[src/sv/lcsf_pkg.sv]
// ---------------------------------------------------------------------------
// lcsf_pkg
// Shared codes, defaults and controller/datapath interface types for the
// longest common substring finder.
// ---------------------------------------------------------------------------
package lcsf_pkg;

  // Default store capacities
  localparam int unsigned DEF_MAX_LEN_A = 256;
  localparam int unsigned DEF_MAX_LEN_B = 256;

  // Input item kinds (carried in s_tuser)
  localparam logic [1:0] ACT_LOAD_A  = 2'd0;
  localparam logic [1:0] ACT_LOAD_B  = 2'd1;
  localparam logic [1:0] ACT_COMPUTE = 2'd2;

  // Configuration register indexes
  localparam int unsigned CFG_IDX_W = 1;
  localparam int unsigned CFG_DATA_W = 17;
  localparam logic [CFG_IDX_W-1:0] REG_COMPLEXITY_LIMIT = 1'd0;
  localparam logic [CFG_IDX_W-1:0] REG_PATIENCE_ROWS    = 1'd1;

  localparam logic [16:0] COMPLEXITY_LIMIT_RST = 17'd65536;
  localparam logic [7:0]  PATIENCE_ROWS_RST    = 8'd100;

  // Result field width
  localparam int unsigned RES_W = 9;

  // Commands from controller to datapath
  typedef struct packed {
    logic load_a;
    logic load_b;
    logic start;
    logic suf_init;
    logic suf_rd;
    logic suf_inc;
    logic tab_init;
    logic row_rd;
    logic row_ld;
    logic col_step;
    logic row_end;
    logic finish;
  } lcsf_cmd_t;

  // Status from datapath to controller
  typedef struct packed {
    logic empty;
    logic over_limit;
    logic suf_eq;
    logic suf_last;
    logic row_last;
    logic stop_scan;
    logic out_free;
  } lcsf_status_t;

endpackage

[src/sv/lcsf_ctrl.sv]
// ---------------------------------------------------------------------------
// lcsf_ctrl
// Sequencer: takes input items, walks the suffix compare or the table scan
// and hands the result to the output register.
// ---------------------------------------------------------------------------
module lcsf_ctrl import lcsf_pkg::*; (
  input  logic         clk,
  input  logic         rst,
  input  logic         in_valid,
  input  logic [1:0]   action,
  input  lcsf_status_t status,
  output lcsf_cmd_t    cmd,
  output logic         in_ready
);

  typedef enum logic [3:0] {
    ST_IDLE,
    ST_DECIDE,
    ST_SUF_RD,
    ST_SUF_CMP,
    ST_ROW_RD,
    ST_ROW_LD,
    ST_CELL,
    ST_ROW_END,
    ST_DONE
  } state_t;

  state_t state;
  state_t state_next;
  logic   accept;

  assign accept = in_valid && in_ready;

  always_comb begin
    cmd        = '0;
    state_next = state;
    unique case (state)
      ST_IDLE: begin
        if (accept) begin
          unique case (action)
            ACT_LOAD_A: cmd.load_a = 1'b1;
            ACT_LOAD_B: cmd.load_b = 1'b1;
            ACT_COMPUTE: begin
              cmd.start  = 1'b1;
              state_next = ST_DECIDE;
            end
            default: ;
          endcase
        end
      end
      ST_DECIDE: begin
        if (status.empty) begin
          state_next = ST_DONE;
        end else if (status.over_limit) begin
          cmd.suf_init = 1'b1;
          state_next   = ST_SUF_RD;
        end else begin
          cmd.tab_init = 1'b1;
          state_next   = ST_ROW_RD;
        end
      end
      ST_SUF_RD: begin
        cmd.suf_rd = 1'b1;
        state_next = ST_SUF_CMP;
      end
      ST_SUF_CMP: begin
        if (status.suf_eq) begin
          cmd.suf_inc = 1'b1;
          state_next  = status.suf_last ? ST_DONE : ST_SUF_RD;
        end else begin
          state_next = ST_DONE;
        end
      end
      ST_ROW_RD: begin
        cmd.row_rd = 1'b1;
        state_next = ST_ROW_LD;
      end
      ST_ROW_LD: begin
        cmd.row_ld = 1'b1;
        state_next = ST_CELL;
      end
      ST_CELL: begin
        cmd.col_step = 1'b1;
        if (status.row_last) begin
          state_next = ST_ROW_END;
        end
      end
      ST_ROW_END: begin
        cmd.row_end = 1'b1;
        state_next  = status.stop_scan ? ST_DONE : ST_ROW_RD;
      end
      ST_DONE: begin
        if (status.out_free) begin
          cmd.finish = 1'b1;
          state_next = ST_IDLE;
        end
      end
      default: state_next = ST_IDLE;
    endcase
  end

  always_ff @(posedge clk) begin
    if (rst) begin
      state    <= ST_IDLE;
      in_ready <= 1'b1;
    end else begin
      state    <= state_next;
      in_ready <= (state_next == ST_IDLE);
    end
  end

endmodule

[config.mk]
export PLATFORM = sky130hd
export DESIGN_NAME = lcsf_ctrl
export DESIGN_NICKNAME = d
export VERILOG_FILES = /design/src/sv/lcsf_pkg.sv /design/src/sv/lcsf_ctrl.sv
export SDC_FILE = /design/constraint.sdc
export NUM_CORES = 1
export LEC_CHECK = 0
export BUFFER_PORTS_ARGS = -buffer_cell sky130_fd_sc_hd__buf_4
export CAP_MARGIN = 20
export CORE_AREA = 2 2 39 41
export DETAILED_ROUTE_END_ITERATION = 8
export DIE_AREA = 0 0 41 43
export GPL_TIMING_DRIVEN = 0
export SLEW_MARGIN = 20
export SYNTH_ARGS = -nofsm -noshare
export SYNTH_HDL_FRONTEND = slang
export SYNTH_SLANG_ARGS = --single-unit
export TNS_END_PERCENT = 5
[constraint.sdc]
create_clock -name clk -period 3.1 [get_ports clk]
set_input_delay 0.31 -clock clk [delete_from_list [all_inputs] [get_ports clk]]
set_output_delay 0.31 -clock clk [all_outputs]
set_load 0.1 [all_outputs]
==> summary.md, run 1 <==
| Metric | Value |
|---|---|
| Post-layout util | 46.7% |
| Total CTS buffers | 3 |
| Root buffer cell | sky130_fd_sc_hd__clkbuf_4 |
| Antenna diodes | 0 |
| Starting utilization of the core area | 29.0% |
| Core Footprint | 1380 µm² |
| Timing-limited maximum frequency | 427 MHz |
| Antenna violations before repair | 0 |
| Hold Violations, Final | 0 |
| H-tree depth reported by CTS | 1 |
| Max-slew violations | 0 |
| Synth Area per Inst | 7.72 µm² |
| Total via count in the routed design | 488 |
| IO Count | 25 |
| Synthesized netlist cell count | 52 |
| Fraction of final layout cells sized beyond drive strength 1 | 46.3% |
| Sink count of the clock tree | 5 |
| Post-synthesis sequential element count | 5 |
| Via/cell ratio | 5.08 |
| Clock tree skew after final layout | 0.000483 ns |
| Count of flip-flops with a built-in enable after synthesis | 0 |
| Cell area after technology mapping | 402 µm² |
| Count of cells resized by post-cts repair | 0 |
| Maximum buffer depth of the clock tree | 2 |
| Die height | 43 µm |
| Period minus WS final | 2.34 ns |
| Number of nets in the layout | 93 |
| PortBufs | 24 |
| Via count of the first global-routing pass | 391 |
| Number of nets produced by synthesis | 64 |
| Drt drc | 0 |
| Area share of the largest cell type after synthesis | 24.9% |
| Post CTS Setup Buffer Count | 0 |
| Arrival time at the worst endpoint | 2.03 ns |
| Drt first-iter violations | 4 |
| Cell taking the most area after synthesis | sky130_fd_sc_hd__dfxtp_1 |
| Sequential cell area fraction in the yosys report | 24.9% |
| Sum of negative setup slack | 0 ns |
| Clock tree from TritonCTS | yes |
| Area contributors post-synth | sky130_fd_sc_hd__dfxtp_1, sky130_fd_sc_hd__nand2b_1, sky130_fd_sc_hd__nor4_1, sky130_fd_sc_hd__nor3b_1, sky130_fd_sc_hd__or4_4 |
| DIE AREA | 1760 µm² |
| Cell types with the highest counts after synthesis | sky130_fd_sc_hd__dfxtp_1, sky130_fd_sc_hd__clkbuf_1, sky130_fd_sc_hd__nand2b_1, sky130_fd_sc_hd__nor2_1, sky130_fd_sc_hd__nor4_1 |
| GRT Resource Usage Total | 13.1% |
| Slew at the pin with the worst max-slew slack | 0.449 ns |
| Number of nets with antenna violations after detailed routing | 0 |
| Final setup violation count | 0 |
| Yosys synthesis warning count | 0 |
| Fraction of registers with async set or reset after synthesis | 0% |
| Path category of the worst min-delay check | primary input to flip-flop |
| Synth-to-layout area growth | 61.1% |
| Worst Path Max Fanout | 7 |
| Non-filler cells in the finished layout | 96 |
| Total power divided by cell area | 337 nW/µm² |
| Worst setup slack for register-to-register paths | 1.32 ns |
| Filler Cells Inserted | 154 |
| Setup repair after global routing missed its margin | false |
| Number of max-capacitance violations reported | 0 |
| Classification of the worst setup path | flip-flop to primary output |
| Result of the run | finished clean |
| Dominant synthesized flop cell | sky130_fd_sc_hd__dfxtp_1 |
| Worst Path Required | 2.79 ns |
| RePlAce Congestion | 0.757 |
| Post-Route WL | 1050 µm |
| Largest net degree at the start of global routing | 11 |
| Average wire length per cell after detail routing | 10.9 µm |
| Number of placed cells counting well taps | 92 |
| Startpoint type of the worst setup path | flip-flop |
| Sum of net half-perimeters after detailed placement | 827 µm |
| Congestion Overflow GR | 0 |
| Critical path capture point type | primary output |
| Hold WS | 0.400 ns |
| VDD IR-drop max | 0.000271 V |
| Width of the die | 41 µm |
| Post-route clock period utilization | 75.5% |
| Number of distinct library cells after synthesis | 25 |
| Hold buffers post-CTS | 0 |
| # rows | 14 |
| Relative slew slack | 70.1% |
| Worst-path clk slew | 0.04 ns |
| Clock latency at the later pin of the worst-skew pair | 0.23 ns |
| Top-count cell post-synth | sky130_fd_sc_hd__dfxtp_1 |
| Static leakage | 0.279 nW |
| First-pass GRT wire length | 1610 µm |
| Drt pass-1 iters | 4 |
==> power breakdown <==
part	switching, mW	total, mW	internal, mW
sequential	0.00227	0.0696	0.0673
clock	0.0242	0.0727	0.0485
combinational	0.0500	0.0757	0.0257
==> final cells by class <==
cell class | count | area [µm²] | share of cell area, %
buffer | 4 | 15.0 | 2.32
clock buffer | 4 | 26.3 | 4.06
inverter | 3 | 11.3 | 1.74
multi-input combinational | 40 | 294 | 45.5
sequential | 5 | 100 | 15.5
tap | 16 | 20.0 | 3.09
timing repair buffer | 24 | 180 | 27.9
==> stage by stage <==
stage          power [mW]  instance area [µm²]  setup slack [ns]
4_1_cts             0.222                  647             0.745
2_1_floorplan       0.124                  420            -0.771
3_3_place_gp        0.146                  621              1.01
6_report            0.218                  647             0.759
3_5_place_dp        0.147                  621              1.00
5_1_grt             0.230                  647             0.698
==> placed cells by master, fill, tap and decap left out <==
master,count
sky130_fd_sc_hd__buf_4,24
sky130_fd_sc_hd__clkbuf_1,5
sky130_fd_sc_hd__dfxtp_1,5
sky130_fd_sc_hd__nand2b_1,4
sky130_fd_sc_hd__nor2_1,4
sky130_fd_sc_hd__nand2_1,3
sky130_fd_sc_hd__inv_1,3
sky130_fd_sc_hd__nor3b_1,3
sky130_fd_sc_hd__nor3_1,3
sky130_fd_sc_hd__clkbuf_4,3
sky130_fd_sc_hd__or4_4,2
sky130_fd_sc_hd__nor4_2,2
sky130_fd_sc_hd__nor4_1,2
sky130_fd_sc_hd__a31oi_1,2
sky130_fd_sc_hd__o21ba_2,2
sky130_fd_sc_hd__nor4b_2,1
sky130_fd_sc_hd__or4b_2,1
sky130_fd_sc_hd__o31ai_1,1
sky130_fd_sc_hd__or3b_2,1
sky130_fd_sc_hd__a21oi_1,1
sky130_fd_sc_hd__a311oi_1,1
sky130_fd_sc_hd__and3_1,1
sky130_fd_sc_hd__nor2b_1,1
sky130_fd_sc_hd__o21ai_0,1
sky130_fd_sc_hd__o2111ai_1,1
sky130_fd_sc_hd__nand3b_1,1
sky130_fd_sc_hd__o211ai_1,1
sky130_fd_sc_hd__a21oi_4,1
==> registers in the layout (all words and copies together), names as in the netlist <==
signal    flops
in_ready      1
state         4
==> layer usage <==
layer / wire length (µm) / track usage [%] / vias to the layer above / part of all wire (%)
met4: 0 / 4.00 / 0 / 0
met2: 458 / 16.3 / 19 / 44
met3: 83 / 4.71 / 0 / 7.9
li1: - / - / 256 / -
met5: 0 / 0 / - / 0
met1: 504 / 20.3 / 213 / 48
==> final timing paths <==
path,startpoint,end,depth (start not counted)
worst min-delay path,action[0],state[0],3
worst min register to register,in_ready,state[0],3
worst max register to register,state[1],in_ready,4
worst max-delay path,state[1],cmd[9],4
==> logic make-up after synthesis <==
kind of cell / share of synthesized area [%]
compound gates: 22.7
flops: 24.9
buf+inv: 6.54
simple gates: 45.8
==> worst max-delay path, cell delays in order (launching register included) <==
cell	delay [ns]
sky130_fd_sc_hd__dfxtp_1	0.36
sky130_fd_sc_hd__or4_4	0.57
sky130_fd_sc_hd__or4_4	0.52
sky130_fd_sc_hd__inv_1	0.07
sky130_fd_sc_hd__buf_4	0.28
No activity file was read; power rests on OpenSTA's default activity.
==> run 2, diff against run 1 <==
==> constraint.sdc (replaced) <==
create_clock -name clk -period 2.1 [get_ports clk]
set_input_delay 0.21 -clock clk [delete_from_list [all_inputs] [get_ports clk]]
set_output_delay 0.21 -clock clk [all_outputs]
set_load 0.1 [all_outputs]
==> summary.md, run 2 (synthesis results as in run 1) <==
| Metric | Value |
|---|---|
| Drt first-iter violations | 3 (-1) |
| Root buffer cell | sky130_fd_sc_hd__clkbuf_4 |
| Final setup violation count | 0 (unchanged) |
| Antenna violations before repair | 0 (unchanged) |
| Worst Path Max Fanout | 3 (-4) |
| Number of max-capacitance violations reported | 0 (unchanged) |
| GRT Resource Usage Total | 14.3% (+1.2 points) |
| Antenna diodes | 0 (unchanged) |
| Post-route clock period utilization | 99.3% |
| Total design power | 351 µW (+61%) |
| DIE AREA | 1760 µm² (unchanged) |
| Commonest cells after routing, fill and taps aside | sky130_fd_sc_hd__buf_4, sky130_fd_sc_hd__clkbuf_1, sky130_fd_sc_hd__nand2b_1, sky130_fd_sc_hd__nor2_1 |
| Die height | 43 µm (unchanged) |
| Startpoint type of the worst setup path | flip-flop |
| Average wire length per cell after detail routing | 11.8 µm (+8.2%) |
| Max-slew violations | 0 (unchanged) |
| Timing-limited maximum frequency | 480 MHz |
| H-tree depth reported by CTS | 1 (unchanged) |
| First-pass GRT wire length | 1770 µm (+9.9%) |
| Drt drc | 0 (unchanged) |
| Congestion Overflow GR | 0 (unchanged) |
| Post-Route WL | 1140 µm (+9.4%) |
| # rows | 14 (unchanged) |
| Hold Violations, Final | 0 (unchanged) |
| Hold WS | 0.299 ns (-0.100 ns) |
| Sum of net half-perimeters after detailed placement | 885 µm (+7.0%) |
| Arrival time at the worst endpoint | 1.87 ns (-0.16 ns) |
| Largest registers in the final layout | state x4, in_ready x1 |
| Critical path capture point type | primary output |
| Relative slew slack | 68.0% (-2.1 points) |
| Worst-path clk slew | 0.05 ns (about the same) |
| Static leakage | 0.318 nW (+14%) |
| Classification of the worst setup path | flip-flop to primary output |
| Via count of the first global-routing pass | 448 (+15%) |
| Result of the run | finished clean |
| Clock tree from TritonCTS | yes |
| Clock latency at the later pin of the worst-skew pair | 0.25 ns (+0.02 ns) |
| Path category of the worst min-delay check | primary input to flip-flop |
| Post-layout util | 54.3% (+7.6 points) |
| Maximum buffer depth of the clock tree | 2 (unchanged) |
| PortBufs | 24 (unchanged) |
| RePlAce Congestion | 0.743 (-1.8%) |
| Fraction of final layout cells sized beyond drive strength 1 | 59.3% (+13 points) |
| IO Count | 25 (unchanged) |
| Slew at the pin with the worst max-slew slack | 0.480 ns (+0.0311 ns) |
| Synth-to-layout area growth | 87.2% |
| Starting utilization of the core area | 29.0% (unchanged) |
| Max reg flops | 4 (unchanged) |
| Core Footprint | 1380 µm² (unchanged) |
| Period minus WS final | 2.08 ns |
| Width of the die | 41 µm (unchanged) |
| Clock tree skew after final layout | 0.00576 ns (+0.00528 ns) |
| Total power divided by cell area | 467 nW/µm² (+39%) |
| Sink count of the clock tree | 5 (unchanged) |
| Hold buffers post-CTS | 0 (unchanged) |
| Leading cell type in the layout, fill and taps excluded | sky130_fd_sc_hd__buf_4 |
| Number of nets with antenna violations after detailed routing | 0 (unchanged) |
| Drt pass-1 iters | 4 (unchanged) |
| Largest net degree at the start of global routing | 11 (unchanged) |
| Total via count in the routed design | 513 (+5.1%) |
| Via/cell ratio | 5.29 (+4.0%) |
| Total CTS buffers | 3 (unchanged) |
| Most flop-heavy register | state |
| Setup repair after global routing missed its margin | true |
| Number of nets in the layout | 94 (+1.1%) |
| Worst Path Required | 1.89 ns (-0.90 ns) |
| VDD IR-drop max | 0.000252 V (-7.1%) |
-- run 2: metrics by stage --
step                instances  worst slack (ns)  area [µm²]  setup TNS, ns
finish                     97            0.0154         752              0
global route               97           -0.0279         752        -0.0337
CTS                        97           0.00229         741              0
detailed placement         92            0.0720         691              0
global placement           92            0.0757         691              0
floorplan                  52            -0.501         490          -3.74
-- run 2: worst max-delay path, stage by stage (launching register included) --
cell	delay, ns
sky130_fd_sc_hd__dfxtp_2	0.32
sky130_fd_sc_hd__or4_4	0.52
sky130_fd_sc_hd__or4_4	0.52
sky130_fd_sc_hd__inv_2	0.09
sky130_fd_sc_hd__buf_12	0.17
-- run 2: worst paths after layout --
path | end | from | slack, ns | depth (start not counted)
worst max-delay path | cmd[9] | state[3] | 0.02 | 4
worst min-delay path | state[3] | status[0] | 0.30 | 3
worst max register to register | in_ready | state[1] | 0.38 | 4
worst min register to register | state[0] | state[3] | 0.68 | 3
-- run 2: cell type report --
type                       instances  area, µm²
timing repair buffer              25        211
sequential                         5        103
inverter                           3       11.3
clock buffer                       4       26.3
tap                               16       20.0
multi-input combinational         40        364
buffer                             4       16.3
fill                             135        632
-- run 2: repair_timing --
item / in CTS / in global routing
setup endpoints to repair: 2 / 8
pin swaps: 1 / 0
resized for setup: 5 / 6
setup buffers: 1 / 0
-- run 2: per-layer routing --
| metal | vias to the layer above | track usage, % | share of wire [%] |
|---|---|---|---|
| met5 | - | 0 | 0 |
| met1 | 241 | 18.1 | 43 |
| met4 | 0 | 8.67 | 2.3 |
| met2 | 15 | 22.5 | 50 |
| li1 | 255 | - | - |
| met3 | 2 | 0.524 | 4.6 |
-- run 2: power by group --
group / total, mW / internal (mW) / switching [mW]
combinational: 0.130 / 0.0468 / 0.0836
sequential: 0.103 / 0.0995 / 0.00307
clock: 0.118 / 0.0722 / 0.0458
==> run 3, diff against run 2 <==
--- a/config.mk
+++ b/config.mk
@@ -5,12 +5,15 @@
 export SDC_FILE = /design/constraint.sdc
 export NUM_CORES = 1
 export LEC_CHECK = 0
-export BUFFER_PORTS_ARGS = -buffer_cell sky130_fd_sc_hd__buf_4
 export CAP_MARGIN = 20
+export CELL_PAD_IN_SITES_DETAIL_PLACEMENT = 1
+export CELL_PAD_IN_SITES_GLOBAL_PLACEMENT = 1
 export CORE_AREA = 2 2 39 41
 export DETAILED_ROUTE_END_ITERATION = 8
 export DIE_AREA = 0 0 41 43
+export DONT_BUFFER_PORTS = 1
 export GPL_TIMING_DRIVEN = 0
+export PLACE_DENSITY_LB_ADDON = 0.1
 export SLEW_MARGIN = 20
 export SYNTH_ARGS = -nofsm -noshare
 export SYNTH_HDL_FRONTEND = slang
==> summary.md, run 3 (synthesis results as in run 1) <==
| Metric | Value |
|---|---|
| Largest net degree at the start of global routing | 11 (unchanged) |
| Most flop-heavy register | state |
| Worst min-delay path startpoint | action[0] |
| Psw | 123 µW (-7.3%) |
| Post-route worst setup slack | -0.164 ns (-0.180 ns) |
| WHS Path Cells | 2 (-1) |
| Drt pass-1 iters | 4 (unchanged) |
| Critical path capture point type | primary output |
| Via/cell ratio | 5.91 (+12%) |
| Relative slew slack | 26.9% (-41 points) |
| Number of nets in the layout | 73 (-22%) |
| Maximum buffer depth of the clock tree | 2 (unchanged) |
| Starting utilization of the core area | 29.0% (unchanged) |
| Via count of the first global-routing pass | 486 (+8.5%) |
| Commonest cells after routing, fill and taps aside | sky130_fd_sc_hd__clkbuf_4, sky130_fd_sc_hd__buf_8 |
| Violated checks | setup timing |
| Terminating pin of the worst hold path | state[0] |
| Classification of the worst setup path | flip-flop to primary output |
| Worst Reg-to-Reg Cells | 4 (unchanged) |
| Combinational share of power | 29.4% (-7.8 points) |
| Root buffer cell | sky130_fd_sc_hd__clkbuf_4 |
| Filler Cells Inserted | 154 (+14%) |
| Drt drc | 0 (unchanged) |
| Synth-to-layout area growth | 70.1% |
| Number of nets with antenna violations after detailed routing | 0 (unchanged) |
| Antenna diodes | 0 (unchanged) |
| Period minus WS final | 2.26 ns (+0.180 ns) |
| Worst-path clk slew | 0.04 ns (about the same) |
| DIE AREA | 1760 µm² (unchanged) |
| Sum of net half-perimeters after detailed placement | 1140 µm (+28%) |
| Area used by sequential logic in the layout | 108 µm² (+4.9%) |
| Fraction of final layout cells sized beyond drive strength 1 | 60.0% (+0.74 points) |
| PortBufs | 0 (-100%) |
| Total power divided by cell area | 476 nW/µm² (+2.0%) |
| Flop pwr share | 36.1% (+6.9 points) |
| Congestion Overflow GR | 0 (unchanged) |
| Slew at the pin with the worst max-slew slack | 1.10 ns (+0.616 ns) |
| Average wire length per cell after detail routing | 18.9 µm (+60%) |
| Leading cell type in the layout, fill and taps excluded | sky130_fd_sc_hd__clkbuf_4 |
| Post-Route WL | 1430 µm (+25%) |
| Total via count in the routed design | 449 (-12%) |
| Sink count of the clock tree | 5 (unchanged) |
| Die height | 43 µm (unchanged) |
| Width of the die | 41 µm (unchanged) |
| Timing-limited maximum frequency | 442 MHz (-7.9%) |
| H-tree depth reported by CTS | 1 (unchanged) |
| Setup repair after global routing missed its margin | true |
| RePlAce Congestion | 0.730 (-1.9%) |
| Worst Path Required | 1.89 ns (about the same) |
| Hold Violations, Final | 0 (unchanged) |
| Post-route clock period utilization | 108% (+8.6 points) |
| Hold buffers post-CTS | 0 (unchanged) |
| IO Count | 25 (unchanged) |
| Clock tree skew after final layout | 0.00435 ns (-0.00142 ns) |
| Static leakage | 0.214 nW (-33%) |
| Number of max-capacitance violations reported | 0 (unchanged) |
| Clock network power share | 34.5% (+0.9 points) |
| Total CTS buffers | 3 (unchanged) |
| Drt first-iter violations | 3 (unchanged) |
| Arrival time at the worst endpoint | 2.05 ns (+0.18 ns) |
| First-pass GRT wire length | 2200 µm (+25%) |
| Hold WS | 0.200 ns (-0.0996 ns) |
| Minimum setup slack after placement | -0.573 ns (-0.645 ns) |
| Clock tree from TritonCTS | yes |
| Worst Path Max Fanout | 3 (unchanged) |
| Clock latency at the later pin of the worst-skew pair | 0.24 ns (about the same) |
| Sw Share | 37.8% (about the same) |
| GRT Resource Usage Total | 19.0% (+4.7 points) |
| Startpoint type of the worst setup path | flip-flop |
| Result of the run | finished, violations left |
| # rows | 14 (unchanged) |
| RR Endpoint | in_ready |
| Max-slew violations | 0 (unchanged) |
| Antenna violations before repair | 0 (unchanged) |
| Post CTS Setup Buffer Count | 0 (-1) |
| Path category of the worst min-delay check | primary input to flip-flop |
| Multi-input combinational cell area | 427 µm² (+17%) |
| R2r startpoint | state[3] |
| VDD IR-drop max | 0.000179 V (-29%) |
| Worst setup slack for register-to-register paths | -0.12 ns (-0.50 ns) |
| Largest registers in the final layout | state x4, in_ready x1 |
| Design internal power | 203 µW (-7.3%) |
| Final setup violation count | 5 (+5) |
| Max reg flops | 4 (unchanged) |
| Core Footprint | 1380 µm² (unchanged) |
-- run 3: cell types whose count changed in the layout (fill, tap and decap cells not counted), moves of 3 or more --
cell | before | now
sky130_fd_sc_hd__buf_4 | 22 | 0
sky130_fd_sc_hd__buf_8 | 1 | 4
sky130_fd_sc_hd__clkbuf_1 | 4 | 1
sky130_fd_sc_hd__clkbuf_4 | 3 | 6
-- run 3: critical path, stage by stage, from the launching register on --
cell                         delay (ns)
sky130_fd_sc_hd__dfxtp_1           0.32
sky130_fd_sc_hd__or4_4             0.58
sky130_fd_sc_hd__or4_4             0.54
sky130_fd_sc_hd__clkinvlp_4        0.36
-- run 3: final cells by class --
cell class | instances | area share [%]
sequential | 5 | 15.8
buffer | 4 | 4.03
inverter | 3 | 2.20
tap | 16 | 2.93
timing repair buffer | 4 | 8.79
multi-input combinational | 40 | 62.5
clock buffer | 4 | 3.85
-- run 3: metal layers --
metal	global-route usage (%)	wire, µm	share of wire [%]	vias up
met5	0	0	0	-
met4	12.0	21	1.5	0
met3	4.19	101	7.0	2
met2	31.6	803	56	12
met1	19.9	508	35	222
li1	-	-	-	213
-- run 3: repair_timing --
action,CTS,global route
gates cloned,0,0
resized for setup,20,0
hold endpoints to repair,0,0
endpoints found under the setup margin,14,8
pin swaps,5,3
-- run 3: how the worst max path moves through the flow --
stage                        end  startpoint  cells past startpoint
after detailed placement  cmd[9]    in_ready                      3
final                     cmd[9]    state[3]                      3
after floorplan           cmd[0]    state[3]                      3
after global routing      cmd[8]    state[2]                      2
after CTS                 cmd[8]    state[2]                      2
after global placement    cmd[0]    state[3]                      3
-- run 3: power groups by stage --
stage	clock network, mW	registers [mW]	logic [mW]
floorplan	0	0.117	0.0743
global placement	0	0.118	0.0786
detailed placement	0	0.119	0.0909
CTS	0.115	0.118	0.0961
global route	0.121	0.118	0.0996
finish	0.112	0.117	0.0956
-- run 3: stage by stage --
step                      setup TNS [ns]  power, mW  area, µm²  util, %  instances
final                             -0.533      0.325        683     49.4         76
after global placement             -5.18      0.197        510     36.9         68
after detailed placement           -2.83      0.209        603     43.6         72
after global routing              -0.781      0.339        683     49.4         76
after floorplan                    -3.74      0.192        490        -         52
after CTS                         -0.708      0.328        683     49.4         76
